File: config.mk
export PLATFORM = sky130hd
export DESIGN_NAME = go_back_n_link_controller
export DESIGN_NICKNAME = d
export VERILOG_FILES = /design/src/rtl/core/gbn_link_pkg.sv /design/src/rtl/core/go_back_n_link_controller.sv
export SDC_FILE = /design/constraint.sdc
export NUM_CORES = 1
export LEC_CHECK = 0
export BUFFER_PORTS_ARGS = -buffer_cell sky130_fd_sc_hd__buf_4
export CAP_MARGIN = 0
export CORE_MARGIN = 5
export CORE_UTILIZATION = 40
export DETAILED_ROUTE_END_ITERATION = 12
export MAX_ROUTING_LAYER = met4
export PLACE_DENSITY = 0.58
export SYNTH_ARGS = -nofsm -noshare
export SYNTH_HDL_FRONTEND = slang
export SYNTH_SLANG_ARGS = --single-unit
File: constraint.sdc
create_clock -name clk -period 15.6 [get_ports clk]
set_clock_uncertainty 0.1 [all_clocks]
set_input_delay 2.34 -clock clk [delete_from_list [all_inputs] [get_ports clk]]
set_output_delay 2.34 -clock clk [all_outputs]
set_load 0.005 [all_outputs]
File: src/rtl/core/gbn_link_pkg.sv
// Package: shared types, codes and sequence helpers for the go-back-N link controller.
package gbn_link_pkg;

  localparam int unsigned MAX_SEQ   = 7;
  localparam int unsigned SEQ_W     = 3;
  localparam int unsigned SEQ_DEPTH = MAX_SEQ + 1;
  localparam int unsigned PAY_W     = 32;

  typedef logic [SEQ_W-1:0] seq_t;
  typedef logic [PAY_W-1:0] pay_t;

  typedef enum logic [1:0] {
    OP_PACKET   = 2'd0,
    OP_FRAME    = 2'd1,
    OP_CKSUM    = 2'd2,
    OP_TIMEOUT  = 2'd3
  } op_t;

  typedef enum logic [1:0] {
    ACT_SEND    = 2'd0,
    ACT_DELIVER = 2'd1,
    ACT_STOP    = 2'd2,
    ACT_STATUS  = 2'd3
  } act_t;

  typedef enum logic [2:0] {
    ST_IDLE,
    ST_SEND,
    ST_DELIVER,
    ST_ACK,
    ST_RESEND,
    ST_STATUS
  } state_t;

  localparam seq_t SEQ_MAX = seq_t'(MAX_SEQ);

  // lo <= x < hi, circularly
  function automatic logic in_window(seq_t lo, seq_t x, seq_t hi);
    in_window = ((lo <= x) && (x < hi)) || ((hi < lo) && (lo <= x)) ||
                ((x < hi) && (hi < lo));
  endfunction

endpackage

File: src/rtl/core/go_back_n_link_controller.sv
// Top level: go-back-N link sender/receiver with the window buffer in a synchronous RAM.
//
//   channel | signals                                   | direction
//   --------+-------------------------------------------+----------
//   in      | in_valid/in_ready, operation, payload,    | input
//           | in_seq, in_ack                            |
//   out     | out_valid/out_ready, action, seq, ack,    | output
//           | payload, net_enable, refused, last        |
//
// One event at a time: after accept the sequencer takes one step per result item
// (send, deliver, stop, status). On a frame arrival the ack scan ends with a
// check that finds no further timer to stop; a frame that is delivered and
// stops seven timers is the longest event. While out_ready allows, resent
// frames stream one per cycle from the window RAM read port, read one frame ahead.
// rst_n (synchronous) clears the sequence counters and control; the window RAM
// is not cleared. A stalled out_ready holds the sequencer in its current step.
module go_back_n_link_controller
  import gbn_link_pkg::*;
(
  input  logic             clk,
  input  logic             rst_n,
  input  logic             in_valid,
  output logic             in_ready,
  input  logic [1:0]       in_operation,
  input  logic [PAY_W-1:0] in_payload,
  input  logic [SEQ_W-1:0] in_seq,
  input  logic [SEQ_W-1:0] in_ack,
  output logic             out_valid,
  input  logic             out_ready,
  output logic [1:0]       out_action,
  output logic [SEQ_W-1:0] out_seq,
  output logic [SEQ_W-1:0] out_ack,
  output logic [PAY_W-1:0] out_payload,
  output logic             out_net_enable,
  output logic             out_refused,
  output logic             out_last
);

  // link state
  state_t state_r, state_nxt;
  seq_t   send_next_r, send_next_nxt;
  seq_t   oldest_r, oldest_nxt;
  seq_t   expected_r, expected_nxt;
  seq_t   count_r, count_nxt;
  seq_t   left_r, left_nxt;         // frames still to resend

  // latched event
  pay_t   pay_r;
  seq_t   ack_r;
  logic   refused_r, refused_nxt;

  // window RAM
  pay_t   win_mem [SEQ_DEPTH];
  pay_t   rd_data_r;
  seq_t   rd_addr;
  logic   wr_en;

  // output register
  logic   out_valid_r;
  act_t   out_action_r;
  seq_t   out_seq_r, out_ack_r;
  pay_t   out_payload_r;
  logic   out_en_r, out_ref_r, out_last_r;

  // result being produced this cycle
  logic   emit;
  act_t   e_action;
  seq_t   e_seq, e_ack;
  pay_t   e_pay;
  logic   e_en, e_ref, e_last;

  logic   slot_free;
  logic   accept;
  seq_t   piggy_ack;

  assign in_ready  = (state_r == ST_IDLE);
  assign accept    = in_valid && in_ready;
  assign slot_free = !out_valid_r || out_ready;
  assign piggy_ack = expected_r + SEQ_MAX;   // expected - 1 mod 8
  assign wr_en     = accept && (op_t'(in_operation) == OP_PACKET) && (count_r < SEQ_MAX);

  always_comb begin
    state_nxt     = state_r;
    send_next_nxt = send_next_r;
    oldest_nxt    = oldest_r;
    expected_nxt  = expected_r;
    count_nxt     = count_r;
    left_nxt      = left_r;
    refused_nxt   = refused_r;
    rd_addr       = send_next_r;
    emit          = 1'b0;
    e_action      = ACT_STATUS;
    e_seq         = '0;
    e_ack         = '0;
    e_pay         = '0;
    e_en          = 1'b0;
    e_ref         = 1'b0;
    e_last        = 1'b0;
    unique case (state_r)
      ST_IDLE: begin
        if (accept) begin
          refused_nxt = 1'b0;
          unique case (op_t'(in_operation))
            OP_PACKET: begin
              if (count_r < SEQ_MAX) begin
                state_nxt = ST_SEND;
              end else begin
                refused_nxt = 1'b1;
                state_nxt   = ST_STATUS;
              end
            end
            OP_FRAME: begin
              state_nxt = (in_seq == expected_r) ? ST_DELIVER : ST_ACK;
            end
            OP_CKSUM: begin
              state_nxt = ST_STATUS;
            end
            OP_TIMEOUT: begin
              // rewind and prefetch the oldest frame
              send_next_nxt = oldest_r;
              rd_addr       = oldest_r;
              left_nxt      = count_r;
              state_nxt     = (count_r != '0) ? ST_RESEND : ST_STATUS;
            end
            default: state_nxt = ST_STATUS;
          endcase
        end
      end
      ST_SEND: begin
        if (slot_free) begin
          emit          = 1'b1;
          e_action      = ACT_SEND;
          e_seq         = send_next_r;
          e_ack         = piggy_ack;
          e_pay         = pay_r;
          count_nxt     = count_r + seq_t'(1);
          send_next_nxt = send_next_r + seq_t'(1);
          state_nxt     = ST_STATUS;
        end
      end
      ST_DELIVER: begin
        if (slot_free) begin
          emit         = 1'b1;
          e_action     = ACT_DELIVER;
          e_pay        = pay_r;
          expected_nxt = expected_r + seq_t'(1);
          state_nxt    = ST_ACK;
        end
      end
      ST_ACK: begin
        // cumulative ack: stop one timer per cycle while the output slot is free
        if ((count_r != '0) && in_window(oldest_r, ack_r, send_next_r)) begin
          if (slot_free) begin
            emit       = 1'b1;
            e_action   = ACT_STOP;
            e_seq      = oldest_r;
            oldest_nxt = oldest_r + seq_t'(1);
            count_nxt  = count_r - seq_t'(1);
          end
        end else begin
          state_nxt = ST_STATUS;
        end
      end
      ST_RESEND: begin
        // rd_data_r always holds window[send_next_r] here
        if (slot_free) begin
          emit          = 1'b1;
          e_action      = ACT_SEND;
          e_seq         = send_next_r;
          e_ack         = piggy_ack;
          e_pay         = rd_data_r;
          send_next_nxt = send_next_r + seq_t'(1);
          rd_addr       = send_next_r + seq_t'(1);
          left_nxt      = left_r - seq_t'(1);
          if (left_r == seq_t'(1)) begin
            state_nxt = ST_STATUS;
          end
        end
      end
      ST_STATUS: begin
        if (slot_free) begin
          emit      = 1'b1;
          e_action  = ACT_STATUS;
          e_en      = (count_r < SEQ_MAX);
          e_ref     = refused_r;
          e_last    = 1'b1;
          state_nxt = ST_IDLE;
        end
      end
      default: state_nxt = ST_IDLE;
    endcase
  end

  always_ff @(posedge clk) begin
    if (!rst_n) begin
      state_r     <= ST_IDLE;
      send_next_r <= '0;
      oldest_r    <= '0;
      expected_r  <= '0;
      count_r     <= '0;
      left_r      <= '0;
      refused_r   <= 1'b0;
      out_valid_r <= 1'b0;
    end else begin
      state_r     <= state_nxt;
      send_next_r <= send_next_nxt;
      oldest_r    <= oldest_nxt;
      expected_r  <= expected_nxt;
      count_r     <= count_nxt;
      left_r      <= left_nxt;
      refused_r   <= refused_nxt;
      if (emit) begin
        out_valid_r <= 1'b1;
      end else if (out_ready) begin
        out_valid_r <= 1'b0;
      end
    end
  end

  // event latch and result payload
  always_ff @(posedge clk) begin
    if (accept) begin
      pay_r <= in_payload;
      ack_r <= in_ack;
    end
    if (emit) begin
      out_action_r  <= e_action;
      out_seq_r     <= e_seq;
      out_ack_r     <= e_ack;
      out_payload_r <= e_pay;
      out_en_r      <= e_en;
      out_ref_r     <= e_ref;
      out_last_r    <= e_last;
    end
  end

  // window RAM: one write, one registered read
  always_ff @(posedge clk) begin
    if (wr_en) begin
      win_mem[send_next_r] <= in_payload;
    end
    rd_data_r <= win_mem[rd_addr];
  end

  assign out_valid      = out_valid_r;
  assign out_action     = out_action_r;
  assign out_seq        = out_seq_r;
  assign out_ack        = out_ack_r;
  assign out_payload    = out_payload_r;
  assign out_net_enable = out_en_r;
  assign out_refused    = out_ref_r;
  assign out_last       = out_last_r;

`ifndef SYNTHESIS
  // window never holds more than MAX_SEQ frames
  a_count_max: assert property (@(posedge clk) disable iff (!rst_n)
    count_r <= SEQ_MAX)
    else $error("outstanding count above window size");

  // between events the send pointer sits count frames past the oldest
  a_window_span: assert property (@(posedge clk) disable iff (!rst_n)
    (state_r == ST_IDLE) |-> (send_next_r == seq_t'(oldest_r + count_r)))
    else $error("send pointer out of step with window");

  // only the status item carries last
  a_last_status: assert property (@(posedge clk) disable iff (!rst_n)
    (out_valid && out_last) |-> (out_action == ACT_STATUS))
    else $error("last set on a non-status item");

  // one event at a time
  a_one_event: assert property (@(posedge clk) disable iff (!rst_n)
    accept |=> !in_ready)
    else $error("input taken again before status item");
`endif

endmodule
==> metrics.yaml, run 1 <==
power_and_ir_drop:
  vdd.ir_drop.worst_v: 0.000102
  p_sw_frac: 0.316
  clock_power_share: 0.277
  powerDensity_nw_per_um2: 193
  intPower_mw: 2.31
  seq_power_share: 0.411
  power_switching_mw: 1.06
  p_leak_nw: 5.97
  comb_power_share: 0.311
status:
  status: "finished, final reports clean"
floorplan:
  initial_utilization: 0.402
  io_pins: 89
  die_h_um: 204
  row_count: 71
  die_w_um: 204
  fp.coreArea_um2: 37300
  dieArea_um2: 41500
grt:
  grt_usage: 0.160
  met2_usage: 0.256
  grt_pass1_vias: 8122
  gr-usage-met1: 0.218
  grt_pass1_wl_um: 49800
  grt_overflow: 0
  grtUsageMet3: 0.0296
  gr-max-usage-layer: "met2"
  antenna_found_initial: 0
  grt_max_degree: 71
place:
  port_buffers: 88
  place_hpwl_um: 17800
  dpl_cell_area_um2: 16200
  place.gp.congestion: 0.769
final_layout:
  diodes: 0
  layout-drive-gt1-share: 0.239
  final_cell_area_um2: 17500
  synthToLayoutAreaGrowth_pct: 16.7
  fin_nets: 1054
  n_fill_cell: 3205
routing:
  first_iter_violations: 462
  wl_per_cell_um: 21.5
  dr.pass1.iters: 5
  postRouteWirelength_um: 32300
  drt-vias-per-instance: 5.27
  ant_nets: 0
  vias: 7899
  drc: 0
critical_path:
  cp_max_fo: 70
  reg2reg_slack_ns: 11.24
  cp.arrival_ns: 6.19
  crit_required_ns: 15.86
  critPathLaunchType: "primary input"
  crit_path_end_kind: "register"
  crit_type: "in -> reg"
clock_tree:
  post-cts-setup-buffers: 0
  cts_buffers: 41
  clk_pin_slew_ns: 0.05
  clock-sinks: 386
  cts_max_level: 2
  cts_tree: "done"
  root_buffer: "clkbuf_16"
  clockBufferDepth: 3
  cts_hold_buf: 0
  insertion_delay_ns: 0.53
  cts_resized: 0
flow_run:
  cap_viol_max_count: 0
sta:
  worstMarginPinSlew_ns: 1.07
  final_max_slew_viol_count: 0
  period_needed_ns: 5.93
  grt_setup_unrepaired: "false"
  final.setup.tns_ns: 0
  slew_headroom: 0.288
  period_share: 0.380
  max_freq_mhz: 169
  hold_viol: 0
  setup_viol: 0
logic_synthesis:
  ys_warn_count: 0
  synth_edf_count: 334
  synth_flop_cell: "edfxtp_1"
  syn_nets: 951
  ys_types: 54
  syn_avg_cell_area_um2: 16.8
  synth.area.top_cells: "edfxtp_1 67%, dfxtp_1 6.9%, mux2i_1 4.5%"
  async_flop_share: 0
  yosysTopAreaCell: "edfxtp_1"
  yosysSeqAreaShare: 0.738
  synth_cells: 892
  synthesis.area_um2: 15000
  ys_ff_latch: 386
  synth_top_area_share: 0.669
worst_hold_path:
  hold_class: "reg -> reg"
-- stage by stage --
step	worst slack (ns)	cells	total power, mW	hold slack, ns	util
after detailed placement	9.12	1426	2.48	0.406	0.435
after CTS	9.68	1500	3.42	0.421	0.469
after global placement	9.18	1426	2.47	0.393	0.435
final	9.67	1500	3.37	0.410	0.469
after global routing	9.45	1500	3.56	0.456	0.469
after floorplan	9.08	892	2.14	0.370	-
-- synthesized netlist by cell type (2+ instances only) --
| cell type | n |
|---|---|
| nor3b_1 | 2 |
| a22oi_1 | 34 |
| buf_8 | 2 |
| o21ai_0 | 11 |
| mux2_2 | 28 |
| mux2_1 | 36 |
| nor2b_1 | 8 |
| o21ai_1 | 3 |
| xnor2_1 | 14 |
| nand3_1 | 8 |
| clkbuf_1 | 16 |
| nand2_1 | 17 |
| buf_1 | 3 |
| nand4_1 | 2 |
| a211oi_1 | 3 |
| ha_1 | 14 |
| o221a_2 | 2 |
| a21o_1 | 2 |
| dfxtp_1 | 52 |
| a22o_1 | 2 |
| a31oi_1 | 3 |
| a21boi_0 | 4 |
| a21oi_2 | 2 |
| buf_2 | 15 |
| buf_4 | 5 |
| inv_1 | 20 |
| and2_1 | 8 |
| a221oi_2 | 31 |
| o22ai_1 | 33 |
| mux2i_1 | 67 |
| a21oi_1 | 10 |
| a21boi_1 | 2 |
| edfxtp_1 | 334 |
| nor3_1 | 9 |
| nand2b_1 | 4 |
| nor2_1 | 64 |
| buf_6 | 5 |
-- per-layer routing --
layer | vias up | routed length (um)
li1 | 3692 | -
met1 | 4021 | 14900
met2 | 149 | 15500
met3 | 37 | 1380
met4 | 0 | 516
met5 | - | 0
-- layout by cell type, fill, tap and decap left out, types with 3 or more instances in the layout --
master / netlist / routed
a211oi_1: 3 / 3
nor2_1: 64 / 53
mux2_2: 28 / 28
clkinv_1: 0 / 6
ha_1: 14 / 14
nand2b_1: 4 / 4
nor2_4: 0 / 10
nand3_1: 8 / 8
a21boi_0: 4 / 4
clkbuf_16: 0 / 41
mux2_1: 36 / 36
bufinv_16: 0 / 4
inv_1: 20 / 19
clkbuf_1: 16 / 11
mux2i_1: 67 / 67
clkinv_2: 0 / 9
nand2_1: 17 / 16
a21oi_1: 10 / 10
and2_1: 8 / 8
a31oi_1: 3 / 3
xnor2_1: 14 / 14
a221oi_2: 31 / 31
o22ai_1: 33 / 33
edfxtp_1: 334 / 334
o21ai_1: 3 / 3
nor3_1: 9 / 7
o21ai_0: 11 / 11
a22oi_1: 34 / 34
nor2b_1: 8 / 7
dfxtp_1: 52 / 52
buf_4: 5 / 106
-- critical path, cell delays in order --
cell and delay (ns):
buf_4 0.12, nor2b_4 0.09, buf_4 0.45, inv_4 0.17, mux2i_1 0.16, a22o_1 0.23, a21oi_4 0.14, buf_4 0.76
buf_4 0.94, mux2_2 0.42, o22ai_1 0.18, a221oi_2 0.06
-- worst paths after layout --
check / from / cells after the start / endpoint
hold / removal: left_r[1] / 2 / left_r[1]
setup reg to reg: out_valid / 11 / rd_data_r[29]
setup / recovery: out_ready / 12 / rd_data_r[29]
hold reg to reg: left_r[1] / 2 / left_r[1]
-- sequential cells by signal, summed over array words and instances (netlist names), 32 cells and up --
register,count
rd_data_r,32
out_payload,32
win_mem,256
pay_r,32
-- layout make-up --
class	count	area, um2	area share
Sequential cell	386	11100	0.632
Multi-Input combinational cell	438	3680	0.210
Clock buffer	53	1080	0.0617
Timing Repair Buffer	106	796	0.0455
Tap cell	474	593	0.0339
Clock inverter	21	205	0.0117
Inverter	22	85.1	0.00486
-- power groups by stage --
| stage | sequential [mW] | combinational, mW | clock (mW) |
|---|---|---|---|
| global placement | 1.41 | 1.06 | 0 |
| floorplan | 1.39 | 0.744 | 0 |
| global route | 1.40 | 1.16 | 1.00 |
| finish | 1.39 | 1.05 | 0.936 |
| detailed placement | 1.41 | 1.07 | 0 |
| CTS | 1.39 | 1.07 | 0.962 |
-- cells by family after synthesis --
family	Yosys count	share of synthesized area
simple gates	129	0.0395
compound gates	149	0.0847
fa+ha+maj	15	0.0130
xor+xnor	14	0.00818
mux	131	0.0928
flops	386	0.738
buf+inv	68	0.0237
Power figures use the tool's default switching activity.
==> run 2, diff against run 1 <==
--- a/config.mk
+++ b/config.mk
@@ -11,7 +11,7 @@
 export CORE_UTILIZATION = 40
 export DETAILED_ROUTE_END_ITERATION = 12
 export MAX_ROUTING_LAYER = met4
-export PLACE_DENSITY = 0.58
+export PLACE_DENSITY = 0.6
 export SYNTH_ARGS = -nofsm -noshare
 export SYNTH_HDL_FRONTEND = slang
 export SYNTH_SLANG_ARGS = --single-unit
==> constraint.sdc (replaced) <==
create_clock -name clk -period 5.3 [get_ports clk]
set_clock_uncertainty 0.1 [all_clocks]
set_input_delay 0.795 -clock clk [delete_from_list [all_inputs] [get_ports clk]]
set_output_delay 0.795 -clock clk [all_outputs]
set_load 0.005 [all_outputs]
==> metrics.yaml, run 2 (synthesized netlist as in run 1, its figures left out) <==
final_layout:
  largest_reg_flops: 256  # unchanged
  layout_commonest_cell: "edfxtp_1"
  synthToLayoutAreaGrowth_pct: 17.2
  finish.utilization: 0.471  # +0.00198
  final_cell_mix: "334 x edfxtp_1, 108 x buf_4, 67 x mux2i_1"
  layout-drive-gt1-share: 0.239  # +0.000550
  fin_nets: 1059  # +0.47%
  top_register: "win_mem"
critical_path:
  crit_type: "reg -> reg"
  cp.arrival_ns: 3.55  # -2.64 ns
  critPathLaunchType: "register"
  worstRegToRegCells: 9  # -2
  crit_required_ns: 5.38  # -10.48 ns
  crit_path_end_kind: "register"
  cp_max_fo: 26  # -63%
clock_tree:
  cts_buffers: 41  # unchanged
  cts_resized: 0  # unchanged
  cts_hold_buf: 0  # unchanged
  cts_max_level: 2  # unchanged
  cts_tree: "done"
  insertion_delay_ns: 0.53  # about the same
  clockBufferDepth: 3  # unchanged
  root_buffer: "clkbuf_16"
  post-cts-setup-buffers: 0  # unchanged
  clock-sinks: 386  # unchanged
  clk_pin_slew_ns: 0.06  # about the same
sta:
  setup_ws_ns: 1.83  # -7.84 ns
  grt_setup_unrepaired: "false"
  max_freq_mhz: 288
  slew_headroom: 0.214  # -0.0743
  final_max_slew_viol_count: 0  # unchanged
  setup_viol: 0  # unchanged
  hold_viol: 0  # unchanged
  period_share: 0.654
  period_needed_ns: 3.47
  worstMarginPinSlew_ns: 1.18  # +0.110 ns
  final.setup.tns_ns: 0  # unchanged
floorplan:
  initial_utilization: 0.402  # unchanged
  dieArea_um2: 41500  # unchanged
  row_count: 71  # unchanged
  io_pins: 89  # unchanged
  die_w_um: 204  # unchanged
  die_h_um: 204  # unchanged
  fp.coreArea_um2: 37300  # unchanged
routing:
  dr.pass1.iters: 5  # unchanged
  drc: 0  # unchanged
  vias: 7951  # +0.66%
  first_iter_violations: 592  # +28%
  drt-vias-per-instance: 5.28  # +0.19%
  ant_nets: 0  # unchanged
  wl_per_cell_um: 21.4  # -0.72%
  postRouteWirelength_um: 32200  # -0.25%
place:
  dp_slack_ns: 1.77  # -7.34 ns
  place.gp.congestion: 0.765  # -0.57%
  port_buffers: 88  # unchanged
  place_hpwl_um: 17600  # -1.3%
grt:
  grt_pass1_vias: 8143  # +0.26%
  antenna_found_initial: 1  # +1
  grt_max_degree: 53  # -25%
  grt_overflow: 0  # unchanged
  grt_pass1_wl_um: 49100  # -1.4%
  grt_usage: 0.158  # -0.00221
flow_run:
  cap_viol_max_count: 0  # unchanged
power_and_ir_drop:
  p_leak_nw: 5.99  # +0.37%
  powerDensity_nw_per_um2: 567  # +190%
  power_mw: 9.97  # +200%
  vdd.ir_drop.worst_v: 0.000314  # +210%
status:
  status: "finished, final reports clean"
worst_hold_path:
  hold_class: "in -> reg"
  hold_path_depth: 1  # -1
-- run 2: changes by cell type in the layout (fill, tap and decap cells not counted), moves of 2 or more --
cell,before,now
buf_12,0,3
buf_4,106,108
clkbuf_1,11,16
clkinv_1,6,4
inv_6,2,0
-- run 2: area by class of cell --
type / count / area (um2)
tap: 474 / 593
multi-input combinational: 438 / 3670
fill: 3201 / 19700
timing repair buffer: 111 / 871
antenna: 1 / 2.50
clock inverter: 17 / 174
inverter: 22 / 85.1
sequential: 386 / 11100
clock buffer: 58 / 1110
-- run 2: final timing paths --
check | start | endpoint | slack [ns]
worst max-delay path | send_next_r[2] | out_payload[14] | 1.83
worst max register to register | send_next_r[2] | out_payload[14] | 1.83
worst min-delay path | in_ack[1] | ack_r[1] | 0.35
worst min register to register | refused_r | refused_r | 0.41
-- run 2: worst max-delay path, cell delays in order, from the launching register on --
cell,delay (ns)
dfxtp_1,0.54
inv_1,0.13
ha_1,0.33
a21o_1,0.16
a31oi_1,0.18
o31ai_1,0.12
a21boi_1,0.36
nor2_1,0.16
nor2_4,0.56
buf_4,0.47
-- run 2: power by group --
part / switching (mW) / internal, mW / leakage [nW]
clock: 1.11 / 1.61 / 0.626
sequential: 0.185 / 3.89 / 3.49
combinational: 1.87 / 1.30 / 1.87
total: 3.17 / 6.81 / 5.99
-- run 2: through the flow --
stage | instance area, um2 | std cells | hold slack, ns
floorplan | 15000 | 892 | 0.370
global route | 17600 | 1507 | 0.337
finish | 17600 | 1507 | 0.352
global placement | 16300 | 1431 | 0.396
CTS | 17600 | 1506 | 0.329
detailed placement | 16300 | 1431 | 0.401
-- run 2: layer usage --
| layer | GRT usage | vias up | wire length [um] |
|---|---|---|---|
| met4 | 0.0402 | 0 | 554 |
| met2 | 0.248 | 200 | 15200 |
| li1 | - | 3697 | - |
| met5 | - | - | 0 |
| met1 | 0.218 | 4008 | 15000 |
| met3 | 0.0251 | 46 | 1480 |
